[src/hdl/dcf_pkg.sv]
`timescale 1ns / 1ps
// Shared types and constants for the dependency cycle finder.
// No dependencies; used by the controller, the datapath and the top level.
package dcf_pkg;

    localparam int MAX_NODES = 32;
    localparam int ID_W      = $clog2(MAX_NODES);
    localparam int CNT_W     = $clog2(MAX_NODES + 1);
    localparam int NC_W      = 6;
    localparam int ACT_W     = 3;
    localparam int IN_DATA_W = 16;
    localparam int OUT_DATA_W = 8;

    // Action codes carried in the input tuser.
    typedef enum logic [ACT_W-1:0] {
        ACT_ADD    = 3'd0,
        ACT_REMOVE = 3'd1,
        ACT_CLEAR  = 3'd2,
        ACT_CHECK  = 3'd3,
        ACT_WOULD  = 3'd4,
        ACT_ANY    = 3'd5
    } action_t;

    // Source of the next result transfer.
    typedef enum logic [1:0] {
        EMIT_STACK = 2'd0,
        EMIT_TOP   = 2'd1,
        EMIT_HIT   = 2'd2,
        EMIT_NONE  = 2'd3
    } emit_sel_t;

    // Commands from the controller to the datapath.
    typedef struct packed {
        logic      capture;
        logic      edit_rd;
        logic      edit_wr;
        logic      clr_graph;
        logic      start_from;
        logic      start_zero;
        logic      start_inc;
        logic      walk_init;
        logic      adv;
        logic      push;
        logic      pop;
        logic      pop_load;
        logic      hit;
        logic      rep_next;
        logic      emit;
        emit_sel_t emit_sel;
    } dcf_cmd_t;

    // Status from the datapath to the controller.
    typedef struct packed {
        action_t act;
        logic    would_ok;
        logic    no_starts;
        logic    more_starts;
        logic    top_missing;
        logic    scan_end;
        logic    bit_set;
        logic    d_vis;
        logic    d_onp;
        logic    d_is_top;
        logic    len_one;
        logic    stack_full;
        logic    rep_match;
        logic    rep_done;
        logic    out_free;
    } dcf_sts_t;

endpackage

[src/hdl/dcf_controller.sv]
`timescale 1ns / 1ps
// Sequencer for the dependency cycle finder: decodes actions and steps the walk.
// Depends on dcf_pkg for the command and status structs.
module dcf_controller import dcf_pkg::*; (
    input  logic     clk,
    input  logic     rst_n,
    input  logic     in_valid,
    output logic     in_ready,
    input  dcf_sts_t sts,
    output dcf_cmd_t cmd
);

    typedef enum logic [9:0] {
        ST_IDLE   = 10'b0000000001,
        ST_DECODE = 10'b0000000010,
        ST_EDIT   = 10'b0000000100,
        ST_START  = 10'b0000001000,
        ST_SCAN   = 10'b0000010000,
        ST_POP    = 10'b0000100000,
        ST_FIND   = 10'b0001000000,
        ST_TOP    = 10'b0010000000,
        ST_HIT    = 10'b0100000000,
        ST_NONE   = 10'b1000000000
    } state_t;

    state_t state_reg, state_next;
    logic   emitting_reg, emitting_next;
    logic   find_show;

    assign in_ready  = (state_reg == ST_IDLE);
    assign find_show = emitting_reg || sts.rep_match;

    // Next-state and command decode.
    always_comb
    begin
        cmd           = '0;
        state_next    = state_reg;
        emitting_next = emitting_reg;
        case (state_reg)
            ST_IDLE:
            begin
                if (in_valid)
                begin
                    cmd.capture = 1'b1;
                    state_next  = ST_DECODE;
                end
            end
            ST_DECODE:
            begin
                case (sts.act)
                    ACT_ADD, ACT_REMOVE:
                    begin
                        cmd.edit_rd = 1'b1;
                        state_next  = ST_EDIT;
                    end
                    ACT_CLEAR:
                    begin
                        cmd.clr_graph = 1'b1;
                        state_next    = ST_IDLE;
                    end
                    ACT_CHECK:
                    begin
                        cmd.start_from = 1'b1;
                        state_next     = ST_START;
                    end
                    ACT_WOULD:
                    begin
                        if (sts.would_ok)
                        begin
                            cmd.start_from = 1'b1;
                            state_next     = ST_START;
                        end
                        else
                        begin
                            state_next = ST_NONE;
                        end
                    end
                    ACT_ANY:
                    begin
                        if (sts.no_starts)
                        begin
                            state_next = ST_NONE;
                        end
                        else
                        begin
                            cmd.start_zero = 1'b1;
                            state_next     = ST_START;
                        end
                    end
                    default:
                    begin
                        state_next = ST_IDLE;
                    end
                endcase
            end
            ST_EDIT:
            begin
                cmd.edit_wr = 1'b1;
                state_next  = ST_IDLE;
            end
            ST_START:
            begin
                cmd.walk_init = 1'b1;
                state_next    = ST_SCAN;
            end
            ST_SCAN:
            begin
                // One adjacency bit of the top node per cycle.
                if (sts.top_missing || sts.scan_end)
                begin
                    cmd.pop = 1'b1;
                    if (sts.len_one)
                    begin
                        if ((sts.act == ACT_ANY) && sts.more_starts)
                        begin
                            cmd.start_inc = 1'b1;
                            state_next    = ST_START;
                        end
                        else
                        begin
                            state_next = ST_NONE;
                        end
                    end
                    else
                    begin
                        state_next = ST_POP;
                    end
                end
                else if (!sts.bit_set)
                begin
                    cmd.adv = 1'b1;
                end
                else if (!sts.d_vis)
                begin
                    if (sts.stack_full)
                    begin
                        cmd.adv = 1'b1;
                    end
                    else
                    begin
                        cmd.push = 1'b1;
                    end
                end
                else if (sts.d_onp)
                begin
                    cmd.hit       = 1'b1;
                    emitting_next = 1'b0;
                    state_next    = sts.d_is_top ? ST_TOP : ST_FIND;
                end
                else
                begin
                    cmd.adv = 1'b1;
                end
            end
            ST_POP:
            begin
                cmd.pop_load = 1'b1;
                state_next   = ST_SCAN;
            end
            ST_FIND:
            begin
                // Walk the stored path from the bottom; report from the repeated node on.
                if (!find_show || sts.out_free)
                begin
                    if (find_show)
                    begin
                        cmd.emit      = 1'b1;
                        cmd.emit_sel  = EMIT_STACK;
                        emitting_next = 1'b1;
                    end
                    if (sts.rep_done)
                    begin
                        state_next = ST_TOP;
                    end
                    else
                    begin
                        cmd.rep_next = 1'b1;
                    end
                end
            end
            ST_TOP:
            begin
                if (sts.out_free)
                begin
                    cmd.emit     = 1'b1;
                    cmd.emit_sel = EMIT_TOP;
                    state_next   = ST_HIT;
                end
            end
            ST_HIT:
            begin
                if (sts.out_free)
                begin
                    cmd.emit     = 1'b1;
                    cmd.emit_sel = EMIT_HIT;
                    state_next   = ST_IDLE;
                end
            end
            ST_NONE:
            begin
                if (sts.out_free)
                begin
                    cmd.emit     = 1'b1;
                    cmd.emit_sel = EMIT_NONE;
                    state_next   = ST_IDLE;
                end
            end
            default:
            begin
                state_next = ST_IDLE;
            end
        endcase
    end

    // State registers.
    always_ff @(posedge clk or negedge rst_n)
    begin
        if (!rst_n)
        begin
            state_reg    <= ST_IDLE;
            emitting_reg <= 1'b0;
        end
        else
        begin
            state_reg    <= state_next;
            emitting_reg <= emitting_next;
        end
    end

endmodule

[src/hdl/dcf_datapath.sv]
`timescale 1ns / 1ps
// Datapath of the dependency cycle finder: adjacency memory, path stack, marks and output register.
// Depends on dcf_pkg; driven by dcf_controller through the command struct.
module dcf_datapath import dcf_pkg::*; (
    input  logic                  clk,
    input  logic                  rst_n,
    input  logic [ACT_W-1:0]      in_action,
    input  logic [ID_W-1:0]       in_from,
    input  logic [ID_W-1:0]       in_to,
    input  logic                  cfg_we,
    input  logic [NC_W-1:0]       cfg_value,
    input  dcf_cmd_t              cmd,
    output dcf_sts_t              sts,
    output logic                  out_valid,
    input  logic                  out_ready,
    output logic                  out_found,
    output logic [ID_W-1:0]       out_id,
    output logic                  out_last
);

    // Adjacency memory with one valid bit per row; an invalid row reads as empty.
    logic [MAX_NODES-1:0] adj_mem [MAX_NODES];
    logic [MAX_NODES-1:0] row_vld_reg;
    logic [MAX_NODES-1:0] adj_q;
    logic                 adj_vld_q;
    logic                 ovl_q;

    // Path stack holds the parents below the top node with their resume positions.
    logic [ID_W-1:0]  stk_node_mem [MAX_NODES];
    logic [CNT_W-1:0] stk_pos_mem [MAX_NODES];
    logic [ID_W-1:0]  stk_node_q;
    logic [CNT_W-1:0] stk_pos_q;

    action_t              act_reg;
    logic [ID_W-1:0]      from_reg;
    logic [ID_W-1:0]      to_reg;
    logic [NC_W-1:0]      node_count_reg;
    logic [ID_W-1:0]      start_reg;
    logic [ID_W-1:0]      top_reg;
    logic [CNT_W-1:0]     pos_reg;
    logic [CNT_W-1:0]     len_reg;
    logic [MAX_NODES-1:0] vis_reg;
    logic [MAX_NODES-1:0] onp_reg;
    logic [ID_W-1:0]      hit_reg;
    logic [ID_W-1:0]      rep_reg;
    logic                 out_valid_reg;
    logic                 out_found_reg;
    logic [ID_W-1:0]      out_id_reg;
    logic                 out_last_reg;

    localparam logic [MAX_NODES-1:0] ONE_HOT0 = {{(MAX_NODES-1){1'b0}}, 1'b1};

    logic [CNT_W-1:0]     live;
    logic [MAX_NODES-1:0] row;
    logic [MAX_NODES-1:0] edit_row;
    logic [ID_W-1:0]      d;
    logic [CNT_W-1:0]     len_m1;
    logic [CNT_W-1:0]     len_m2;
    logic                 adj_rd_en;
    logic [ID_W-1:0]      adj_rd_addr;
    logic                 stk_rd_en;
    logic [ID_W-1:0]      stk_rd_addr;

    // Effective node count, capped at the matrix size.
    assign live = (CNT_W'(node_count_reg) > CNT_W'(MAX_NODES)) ? CNT_W'(MAX_NODES)
                                                                : CNT_W'(node_count_reg);

    // Current row, with the trial edge of a would-create query laid over it.
    assign row = (adj_vld_q ? adj_q : '0) | (ovl_q ? (ONE_HOT0 << to_reg) : '0);
    assign d      = pos_reg[ID_W-1:0];
    assign len_m1 = len_reg - CNT_W'(1);
    assign len_m2 = len_reg - CNT_W'(2);

    // Row after an add or remove.
    always_comb
    begin
        edit_row = adj_vld_q ? adj_q : '0;
        if (act_reg == ACT_ADD)
        begin
            edit_row = edit_row | (ONE_HOT0 << to_reg);
        end
        else
        begin
            edit_row = edit_row & ~(ONE_HOT0 << to_reg);
        end
    end

    // Adjacency read address selection.
    always_comb
    begin
        adj_rd_en   = cmd.edit_rd | cmd.walk_init | cmd.push | cmd.pop_load;
        adj_rd_addr = from_reg;
        if (cmd.walk_init)
        begin
            adj_rd_addr = start_reg;
        end
        else if (cmd.push)
        begin
            adj_rd_addr = d;
        end
        else if (cmd.pop_load)
        begin
            adj_rd_addr = stk_node_q;
        end
    end

    // Stack read address selection.
    always_comb
    begin
        stk_rd_en   = cmd.pop | cmd.hit | cmd.rep_next;
        stk_rd_addr = len_m2[ID_W-1:0];
        if (cmd.hit)
        begin
            stk_rd_addr = '0;
        end
        else if (cmd.rep_next)
        begin
            stk_rd_addr = rep_reg + ID_W'(1);
        end
    end

    // Adjacency memory write and registered read.
    always_ff @(posedge clk)
    begin
        if (cmd.edit_wr)
        begin
            adj_mem[from_reg] <= edit_row;
        end
        if (adj_rd_en)
        begin
            adj_q     <= adj_mem[adj_rd_addr];
            adj_vld_q <= row_vld_reg[adj_rd_addr];
            ovl_q     <= (act_reg == ACT_WOULD) && (adj_rd_addr == from_reg);
        end
    end

    // Row valid bits: cleared by reset and by a clear-graph action.
    always_ff @(posedge clk or negedge rst_n)
    begin
        if (!rst_n)
        begin
            row_vld_reg <= '0;
        end
        else if (cmd.clr_graph)
        begin
            row_vld_reg <= '0;
        end
        else if (cmd.edit_wr)
        begin
            row_vld_reg[from_reg] <= 1'b1;
        end
    end

    // Path stack write on push and registered read.
    always_ff @(posedge clk)
    begin
        if (cmd.push)
        begin
            stk_node_mem[len_m1[ID_W-1:0]] <= top_reg;
            stk_pos_mem[len_m1[ID_W-1:0]]  <= pos_reg + CNT_W'(1);
        end
        if (stk_rd_en)
        begin
            stk_node_q <= stk_node_mem[stk_rd_addr];
            stk_pos_q  <= stk_pos_mem[stk_rd_addr];
        end
    end

    // Captured action, start node, top of path and report index.
    always_ff @(posedge clk)
    begin
        if (cmd.capture)
        begin
            act_reg  <= action_t'(in_action);
            from_reg <= in_from;
            to_reg   <= in_to;
        end
        if (cmd.start_from)
        begin
            start_reg <= from_reg;
        end
        else if (cmd.start_zero)
        begin
            start_reg <= '0;
        end
        else if (cmd.start_inc)
        begin
            start_reg <= start_reg + ID_W'(1);
        end
        if (cmd.walk_init)
        begin
            top_reg <= start_reg;
            pos_reg <= '0;
        end
        else if (cmd.push)
        begin
            top_reg <= d;
            pos_reg <= '0;
        end
        else if (cmd.pop_load)
        begin
            top_reg <= stk_node_q;
            pos_reg <= stk_pos_q;
        end
        else if (cmd.adv)
        begin
            pos_reg <= pos_reg + CNT_W'(1);
        end
        if (cmd.hit)
        begin
            hit_reg <= d;
            rep_reg <= '0;
        end
        else if (cmd.rep_next)
        begin
            rep_reg <= rep_reg + ID_W'(1);
        end
    end

    // Path length and marks.
    always_ff @(posedge clk or negedge rst_n)
    begin
        if (!rst_n)
        begin
            len_reg <= '0;
            vis_reg <= '0;
            onp_reg <= '0;
        end
        else if (cmd.walk_init)
        begin
            len_reg <= CNT_W'(1);
            vis_reg <= ONE_HOT0 << start_reg;
            onp_reg <= ONE_HOT0 << start_reg;
        end
        else if (cmd.push)
        begin
            len_reg <= len_reg + CNT_W'(1);
            vis_reg <= vis_reg | (ONE_HOT0 << d);
            onp_reg <= onp_reg | (ONE_HOT0 << d);
        end
        else if (cmd.pop)
        begin
            len_reg <= len_m1;
            onp_reg <= onp_reg & ~(ONE_HOT0 << top_reg);
        end
    end

    // Node count register.
    always_ff @(posedge clk or negedge rst_n)
    begin
        if (!rst_n)
        begin
            node_count_reg <= NC_W'(MAX_NODES);
        end
        else if (cfg_we)
        begin
            node_count_reg <= cfg_value;
        end
    end

    // Output register: loaded on a result, freed by the downstream transfer.
    always_ff @(posedge clk or negedge rst_n)
    begin
        if (!rst_n)
        begin
            out_valid_reg <= 1'b0;
        end
        else if (cmd.emit)
        begin
            out_valid_reg <= 1'b1;
        end
        else if (out_ready)
        begin
            out_valid_reg <= 1'b0;
        end
    end

    always_ff @(posedge clk)
    begin
        if (cmd.emit)
        begin
            case (cmd.emit_sel)
                EMIT_STACK:
                begin
                    out_found_reg <= 1'b1;
                    out_id_reg    <= stk_node_q;
                    out_last_reg  <= 1'b0;
                end
                EMIT_TOP:
                begin
                    out_found_reg <= 1'b1;
                    out_id_reg    <= top_reg;
                    out_last_reg  <= 1'b0;
                end
                EMIT_HIT:
                begin
                    out_found_reg <= 1'b1;
                    out_id_reg    <= hit_reg;
                    out_last_reg  <= 1'b1;
                end
                default:
                begin
                    out_found_reg <= 1'b0;
                    out_id_reg    <= '0;
                    out_last_reg  <= 1'b1;
                end
            endcase
        end
    end

    assign out_valid = out_valid_reg;
    assign out_found = out_found_reg;
    assign out_id    = out_id_reg;
    assign out_last  = out_last_reg;

    // Status toward the controller.
    always_comb
    begin
        sts.act         = act_reg;
        sts.would_ok    = (CNT_W'(from_reg) < live) && (CNT_W'(to_reg) < live);
        sts.no_starts   = (live == '0);
        sts.more_starts = (CNT_W'(start_reg) + CNT_W'(1)) < live;
        sts.top_missing = CNT_W'(top_reg) >= live;
        sts.scan_end    = (pos_reg == CNT_W'(MAX_NODES));
        sts.bit_set     = row[d];
        sts.d_vis       = vis_reg[d];
        sts.d_onp       = onp_reg[d];
        sts.d_is_top    = (d == top_reg);
        sts.len_one     = (len_reg == CNT_W'(1));
        sts.stack_full  = (len_reg == CNT_W'(MAX_NODES));
        sts.rep_match   = (stk_node_q == hit_reg);
        sts.rep_done    = (CNT_W'(rep_reg) + CNT_W'(2)) == len_reg;
        sts.out_free    = !out_valid_reg || out_ready;
    end

endmodule

[src/hdl/dependency_cycle_finder.sv]
`timescale 1ns / 1ps
// Top level of the dependency cycle finder: stream ports, controller and datapath.
// Depends on dcf_pkg, dcf_controller and dcf_datapath.
//
//   Channel   Direction  Handshake             Payload
//   s_axis    in         tvalid / tready       tuser action, tdata from_node and to_node
//   m_axis    out        tvalid / tready       tuser cycle_found, tdata node_id, tlast last
//   cfg       in         cfg_valid / cfg_ready cfg_data node_count
//
// Edits read the row when decoded and write it back in the edit state; clear graph resets the per-row valid bits.
// In a walk the scan loop tests one adjacency bit per cycle, and each pop passes through a
// state that reloads the parent's row and resume position; check any repeats
// the walk once per start. A cycle report first searches the stack for the repeated node,
// one entry per cycle, then gives one result per cycle unless m_axis stalls.
// Reset clears the graph, the marks and the node count (back to 32) at once.
// A new item is taken only once the previous one is done; its last result may still wait.
module dependency_cycle_finder import dcf_pkg::*; (
    input  logic                  clk,
    input  logic                  rst_n,
    input  logic                  s_axis_tvalid,
    output logic                  s_axis_tready,
    input  logic [IN_DATA_W-1:0]  s_axis_tdata,   // [4:0] from_node, [9:5] to_node, rest zero
    input  logic [ACT_W-1:0]      s_axis_tuser,   // [2:0] action
    output logic                  m_axis_tvalid,
    input  logic                  m_axis_tready,
    output logic [OUT_DATA_W-1:0] m_axis_tdata,   // [4:0] node_id, rest zero
    output logic                  m_axis_tuser,   // [0] cycle_found
    output logic                  m_axis_tlast,
    input  logic                  cfg_valid,
    output logic                  cfg_ready,
    input  logic [NC_W-1:0]       cfg_data
);

    dcf_cmd_t        cmd;
    dcf_sts_t        sts;
    logic [ID_W-1:0] out_id;

    // The register write is always taken.
    assign cfg_ready = 1'b1;

    dcf_controller u_ctrl (
        .clk      (clk),
        .rst_n    (rst_n),
        .in_valid (s_axis_tvalid),
        .in_ready (s_axis_tready),
        .sts      (sts),
        .cmd      (cmd)
    );

    dcf_datapath u_dp (
        .clk       (clk),
        .rst_n     (rst_n),
        .in_action (s_axis_tuser),
        .in_from   (s_axis_tdata[ID_W-1:0]),
        .in_to     (s_axis_tdata[2*ID_W-1:ID_W]),
        .cfg_we    (cfg_valid & cfg_ready),
        .cfg_value (cfg_data),
        .cmd       (cmd),
        .sts       (sts),
        .out_valid (m_axis_tvalid),
        .out_ready (m_axis_tready),
        .out_found (m_axis_tuser),
        .out_id    (out_id),
        .out_last  (m_axis_tlast)
    );

    // Result node id, padded to a whole byte.
    assign m_axis_tdata = {{(OUT_DATA_W-ID_W){1'b0}}, out_id};

endmodule

[config.mk]
export PLATFORM = sky130hd
export DESIGN_NAME = dependency_cycle_finder
export DESIGN_NICKNAME = d
export VERILOG_FILES = /design/src/hdl/dcf_pkg.sv /design/src/hdl/dcf_controller.sv /design/src/hdl/dcf_datapath.sv /design/src/hdl/dependency_cycle_finder.sv
export SDC_FILE = /design/constraint.sdc
export NUM_CORES = 2
export LEC_CHECK = 0
export BUFFER_PORTS_ARGS = -buffer_cell sky130_fd_sc_hd__buf_2
export CORE_AREA = 2 2 477 479
export CTS_CLUSTER_DIAMETER = 100
export DETAILED_ROUTE_END_ITERATION = 8
export DIE_AREA = 0 0 479 481
export SYNTH_ARGS = -nofsm -noshare
export SYNTH_HDL_FRONTEND = slang
export SYNTH_SLANG_ARGS = --single-unit
[constraint.sdc]
create_clock -name clk -period 4 [get_ports clk]
set_input_delay 0.2 -clock clk [delete_from_list [all_inputs] [get_ports clk]]
set_output_delay 0.2 -clock clk [all_outputs]
set_load 0.03 [all_outputs]
Yosys cells after proc, flatten, opt, wreduce, memory -nomap -nowiden:

Memories as Yosys holds them, arrays and structs flattened. A register that Yosys moved wholly into a read port is not among the register bits.
Cells that the tools add are included.
W data, S select, Z words.

* bits in registers: 168
* RAM bits: 1376
* bits of input ports: 30
* output and inout port bits: 13
* word-level logic and storage cells: 234
* memories: 3

* add/subtract/negate cells: 8
* magnitude comparators: 9
* eq/ne operators: 37
* shift operators: 4
* mux-type cells: 109
* bitwise logic cells: 14
* reductions and logical operators: 29

Memories
* u_dp.adj_mem: depth 32, bits a word 32, read ports 1, clocked after Yosys merged registers in 1, write ports 1, RTL line dcf_datapath.sv:22 `logic [MAX_NODES-1:0] adj_mem [MAX_NODES];`
* u_dp.stk_pos_mem: depth 32, bits a word 6, read ports 1, clocked after Yosys merged registers in 1, write ports 1, RTL line dcf_datapath.sv:30 `logic [CNT_W-1:0] stk_pos_mem [MAX_NODES];`
* u_dp.stk_node_mem: depth 32, bits a word 5, read ports 1, clocked after Yosys merged registers in 1, write ports 1, RTL line dcf_datapath.sv:29 `logic [ID_W-1:0] stk_node_mem [MAX_NODES];`

Operator list (number)
* $mux W32: 10
* $or A32 B32 Y32: 5
* $mux W10: 13
* $shl A1 B5 Y32 const A: 4
* $pmux W10 S7: 1
* $and A32 B32 Y32: 2
* $not A32 Y32: 2
* $mux W5: 11
* $mux W1: 49
* $pmux W10 S4: 1
* $mux W6: 6
* $bmux W1 S5: 4
* $lt A5 B6 Y1 const B: 3
* $mux W3: 6
* $eq A5 B5 Y1: 3
* $pmux W5 S3: 1
* $add A6 B1 Y6 const B: 2
* $eq A6 B6 Y1 const B: 2
* $lt A5 B6 Y1: 2
* $ne A2 B1 Y1 const B: 6
* $pmux W3 S4: 1
* $add A5 B1 Y5 const B: 2
* $eq A10 B1 Y1 const B: 1
* $eq A10 B10 Y1 const B: 1
* 44 further kinds: 72

Longest topological paths before layout:

* depth after elaboration: 12
* gate-level depth with buffers: 21
* gate-level depth less buffers: 14

By module:

A second synthesis with hierarchy kept.

* cells, all modules: 4730
* area total of the unflattened synthesis: 68106.6 sq um

Modules (own cells, without submodules)
* dcf_datapath: instances 1, cells an instance 4610, area an instance 67099.4 sq um, seq. area each 46671.0 sq um
* dcf_controller: instances 1, cells an instance 114, area an instance 969.7 sq um, seq. area each 276.5 sq um
* dependency_cycle_finder: instances 1, cells an instance 6, area an instance 37.5 sq um, seq. area each 0.0 sq um

Least setup slack after synthesis:

No wires, ideal clock.

* kind: register -> register
* start point: register u_dp.top_reg[0]
* end point: register u_dp.adj_q[0], read port of u_dp.adj_mem, enable pin
* setup time: 0.376 ns
* arrival time: 3.938 ns
* data required time: 3.624 ns
* path slack: -0.314 ns
* stages on the path, launching flop included: 15
* cell sequence: edfxtp_1 > clkbuf_1 > inv_1 > ha_1 > nand2b_1 > a211o_1 > a21oi_1 > and3_1 > and3_1 > nand3_2 > buf_2 > clkbuf_1 > buf_1 > nand3_1 > or2_2

* cells in the longest elaborated chain, start to end: 6
* elaborated cells on any way between the ends: 8
* classes of those cells: order compare: 1; mux: 4; bitwise: 2; reduce/logical: 1

RTL lines
* start: declaration: RTL line dcf_datapath.sv:39 `logic [ID_W-1:0] top_reg;`
* start signal: assignment: RTL line dcf_datapath.sv:192 `top_reg <= start_reg;`
* start signal: assignment: RTL line dcf_datapath.sv:202 `top_reg <= stk_node_q;`
* $ge A5 B6 Y1: RTL line dcf_datapath.sv:323 `sts.top_missing = CNT_W'(top_reg) >= live;`
* $logic_or A1 B1 Y1: RTL line dcf_controller.sv:109 `if (sts.top_missing || sts.scan_end)`
* $mux W2: RTL line dcf_controller.sv:109
* $mux W3: RTL line dcf_controller.sv:39 `case (state_reg)`
* $or A1 B1 Y1 (2 in series): RTL line dcf_datapath.sv:91 `adj_rd_en = cmd.edit_rd | cmd.walk_init | cmd.push | cmd.pop_load;`
* net u_dp.adj_rd_en: RTL line dcf_datapath.sv:59 `logic adj_rd_en;`
* end: declaration: RTL line dcf_datapath.sv:24 `logic [MAX_NODES-1:0] adj_q;`

The timed path passes the listed nets, and every way through them passes these cells.
A chain may end at the register's enable or synchronous reset.

Worst setup path after layout:

* start point: register u_dp.to_reg[4]
* end point: register u_dp.adj_q[18], read port of u_dp.adj_mem, data pin

* cells in the longest elaborated chain, start to end: 10
* elaborated cells on any way between the ends: 12
* classes of those cells: shift: 1; mux: 8; bitwise: 3

RTL lines
* start: declaration: RTL line dcf_datapath.sv:36 `logic [ID_W-1:0] to_reg;`
* start signal: assignment: RTL line dcf_datapath.sv:176 `to_reg <= in_to;`
* $shl A1 B5 Y32 (*): RTL line dcf_datapath.sv:69 `assign row = (adj_vld_q ? adj_q : '0) | (ovl_q ? (ONE_HOT0 << to_reg) : '0);`
* $mux W32 (*): RTL line dcf_datapath.sv:69
* $or A32 B32 Y32 (*): RTL line dcf_datapath.sv:69
* $bmux W1 S5 (*): RTL line dcf_datapath.sv:325 `sts.bit_set = row[d];`
* $mux W1 (implied by the code) (*): RTL line dcf_datapath.sv:325
* $mux W1 (*): RTL line dcf_controller.sv:129 `else if (!sts.bit_set)`
* $mux W2 (*): RTL line dcf_controller.sv:109
* $mux W3 (*): RTL line dcf_controller.sv:39
* $mux W5 / $or A1 B1 Y1 (equally long branches): RTL line dcf_datapath.sv:97, dcf_datapath.sv:91
* $mux W5 / $or A1 B1 Y1 (equally long branches): RTL line dcf_datapath.sv:93, dcf_datapath.sv:91

Mark *: on every way between the ends. The rest lies on a longest branch, timed or not. The select of a mux whose other input is x is not followed.

==> run_results.csv <==
group,metric,value,unit
sta,worst_slew_pin_slew,1.20,ns
drt,route.detailed.drc,0,
yosys,ys_seq_area_share,69.7,%
drt,drt-pass1-iter-count,6,
critical_path,crit_fanout,20,
critical_path,crit_required,4.50,ns
final_layout,largest-register,"u_dp.adj_mem",
placed_design,globalplace.congestion,0.898,
final_layout,area_delta_synth_final,27.5,%
sta,setup_viol,34,
clock_tree,clkSlewWorstSetupHoldPaths,0.06,ns
final_layout,drive_gt1_share,25.0,%
pwr,p_per_area,580,nW/um^2
floorplanning,initial_core_util,29.8,%
placed_design,place_hpwl,127000,microns
sta,hold_viol,0,
clock_tree,cts_buffers,168,
placed_design,dp_cells,8000,
status,violations,"setup timing",
yosys,syn_avg_cell_area,14.1,sq um
global_route,grt_pass1_vias,43400,
yosys,synthTopCellsByArea,"edfxtp_1 65%, mux2i_1 5.9%, dfrtp_1 4.4%, nand2_1 3.0%, a21oi_1 2.0%",
yosys,post_synth_inst_count,4768,
clock_tree,tritoncts,"done",
drt,drt_iter0_markers,5172,
global_route,grt_max_degree,94,
pwr,ir_worst_vdd,0.406,mV
critical_path,crit_chain,"buf_4 > nand4b_1 > o211ai_1 > a221oi_2 > o21ai_2 > o31a_1 > nand3_4 > a211o_4 > buf_16 > buf_12 > buf_12 > mux2i_1 > a22o_1 > o22a_1 > nand4_1",
floorplanning,fp.dieW,479,microns
critical_path,startpoint_type,"flip-flop",
drt,via_per_inst,5.41,
final_layout,largest_reg_flops,1024,
yosys,synth_seq_cells,1587,
critical_path,crit_family,"compound AO/OA/AOI/OAI gates",
pwr,leakagePower,29.6,nW
global_route,antenna_found_initial,4,
status,status,"complete, but fails checks",
floorplanning,die_h,481,microns
critical_path,cp_data_arrival_time,4.62,ns
floorplanning,die-area,230000,sq um
sta,min_period_over_period,103,%
sta,rsz0062_at_grt,"true",
final_layout,final_cell_mix,"1456 x edfxtp_1, 540 x nand2_1, 465 x buf_4",
yosys,synth.largest_area_cell,"edfxtp_1",
sta,hold_ws,0.168,ns
run,cap_violations,0,
final_layout,finalNetCount,5395,
yosys,yosysTopAreaCellShare,64.9,%
final_layout,layout_commonest_cell,"edfxtp_1",
sta,maxSlewHeadroom,20.0,%
critical_path,crit_top_cell,"buf_12",
critical_path,critical_path_class,"reg -> reg",
sta,maxSlewViolCount,0,
yosys,async_flop_share,7.56,%
global_route,gr-total-overflow,0,
yosys,synth_cell_type_count,89,
clock_tree,clkSinkCount,1587,
drt,routedWlPerCell,25.3,microns
sta,fmax,242,MHz
final_layout,nFillCells,20800,
yosys,yosysWarningCount,0,
sta,post-route-min-period,4.12,ns
clock_tree,root_buffer,"clkbuf_16",
critical_path,slowest_stage,"a211o_4",
global_route,grt_usage,17.6,%
clock_tree,clk_latency,0.84,ns
clock_tree,clockBufferDepth,3,
final_layout,finalNonFillerCells,8480,
critical_path,slowest_delay,0.48,ns
sta,finClkSkew,0.0476,ns
placed_design,place_ws,-0.306,ns
drt,dr_total_vias,45900,
floorplanning,rows,175,
hold_path,min_path_type,"in -> async",
global_route,grt_pass1_wl,301000,microns
floorplanning,core-area,226000,sq um
sta,layout_setup_ws,-0.125,ns
yosys,syn_area,67400,sq um
yosys,synthFlopType,"edfxtp_1",
critical_path,path_buf_inv,4,
yosys,synth_edf_count,1456,
critical_path,crit_path_end_kind,"flip-flop",
placed_design,numPortBuffers,32,
clock_tree,htreeDepth,4,
floorplanning,pin_count,43,
drt,detail-route-antenna-nets,0,
drt,finalWirelength,215000,microns
==> worst reg2reg max path, delay by kind of cell (launching register included) <==
family | cells | cell delay, ns
AO/OA/AOI/OAI | 7 | 1.80
buffers and inverters | 4 | 0.84
flip-flops | 1 | 0.46
multiplexers | 1 | 0.15
AND/OR/NAND/NOR | 3 | 0.57
==> through the flow <==
stage | power (mW) | util (%) | setup TNS, ns | cell area, sq um
after floorplan | 26.5 | - | 0 | 68200
after global placement | 31.7 | 33.8 | -4.97 | 76200
after detailed placement | 31.9 | 33.8 | -5.92 | 76200
after CTS | 48.1 | 36.9 | -0.808 | 83300
after global routing | 51.5 | 38.0 | -6.86 | 85900
final | 49.8 | 38.0 | -1.74 | 85900
==> cell type report <==
class | instances | area (sq um) | share of cell area (%)
antenna | 4 | 10.0 | 0.0117
sequential | 1587 | 47000 | 54.7
tap | 3009 | 3760 | 4.38
timing repair buffer | 733 | 8020 | 9.34
clock inverter | 94 | 893 | 1.04
multi-input combinational | 2742 | 21400 | 24.9
inverter | 91 | 353 | 0.411
clock buffer | 220 | 4480 | 5.22
==> power by group <==
part | leakage, nW | total (mW) | switching (mW) | internal, mW
Clock | 2.61 | 15.2 | 6.72 | 8.51
Sequential | 15.0 | 19.2 | 0.282 | 18.9
Combinational | 12.0 | 15.4 | 8.79 | 6.58
==> layer usage <==
layer	part of all wire [%]	vias up	track usage, %
met3	8.6	397	3.23
met4	3.5	0	6.29
met5	0	-	0
met1	42	23400	24.2
li1	-	19900	-
met2	46	2155	27.6
==> Yosys cell counts (21+ instances only) <==
library cell	n
clkbuf_1	196
and3_1	25
a2111oi_0	131
o221ai_1	86
dfrtp_1	118
a21boi_0	27
a32oi_1	88
inv_1	88
nand2b_1	26
a22oi_1	85
nand4_1	41
o21a_1	37
buf_2	85
a221o_1	21
a21oi_1	266
nor2_1	151
buf_1	27
xnor2_1	30
mux2i_1	394
o22a_1	33
buf_4	39
a211oi_1	84
o211ai_1	24
edfxtp_1	1456
ha_1	42
nand2_1	547
nand3_1	86
a22o_1	69
a31oi_1	32
o21ai_0	188
==> repair_timing <==
item,CTS,global route
hold buffers,23,0
resized for setup,172,295
gates cloned,14,27
buffers inserted,51,61
endpoints found under the hold margin,116,0
pin swaps,75,135
endpoints found under the setup margin,44,73
==> cells by family after synthesis <==
family	Yosys count	synth area share, %
adder cells (fa/ha/maj)	42	0.780
flip-flops	1587	69.7
AO/OA/AOI/OAI	1250	13.1
other	2	0.0111
XOR/XNOR	45	0.585
buffers and inverters	443	2.89
AND/OR/NAND/NOR	989	6.61
multiplexers	410	6.29
==> final timing paths <==
check,cells past startpoint,start,endpoint,slack [ns]
setup / recovery,15,u_dp.to_reg[4],u_dp.adj_q[18],-0.12
hold / removal,2,rst_n,u_dp.vis_reg[18],0.17
setup reg to reg,15,u_dp.to_reg[4],u_dp.adj_q[18],-0.12
hold reg to reg,1,u_dp.row_vld_reg[11],u_dp.row_vld_reg[11],0.49
max in group asynchronous,3,rst_n,u_dp.row_vld_reg[5],2.80
min in group clk,2,s_axis_tuser[2],u_dp.act_reg[2],0.17
(Power assumes the default switching activity.)
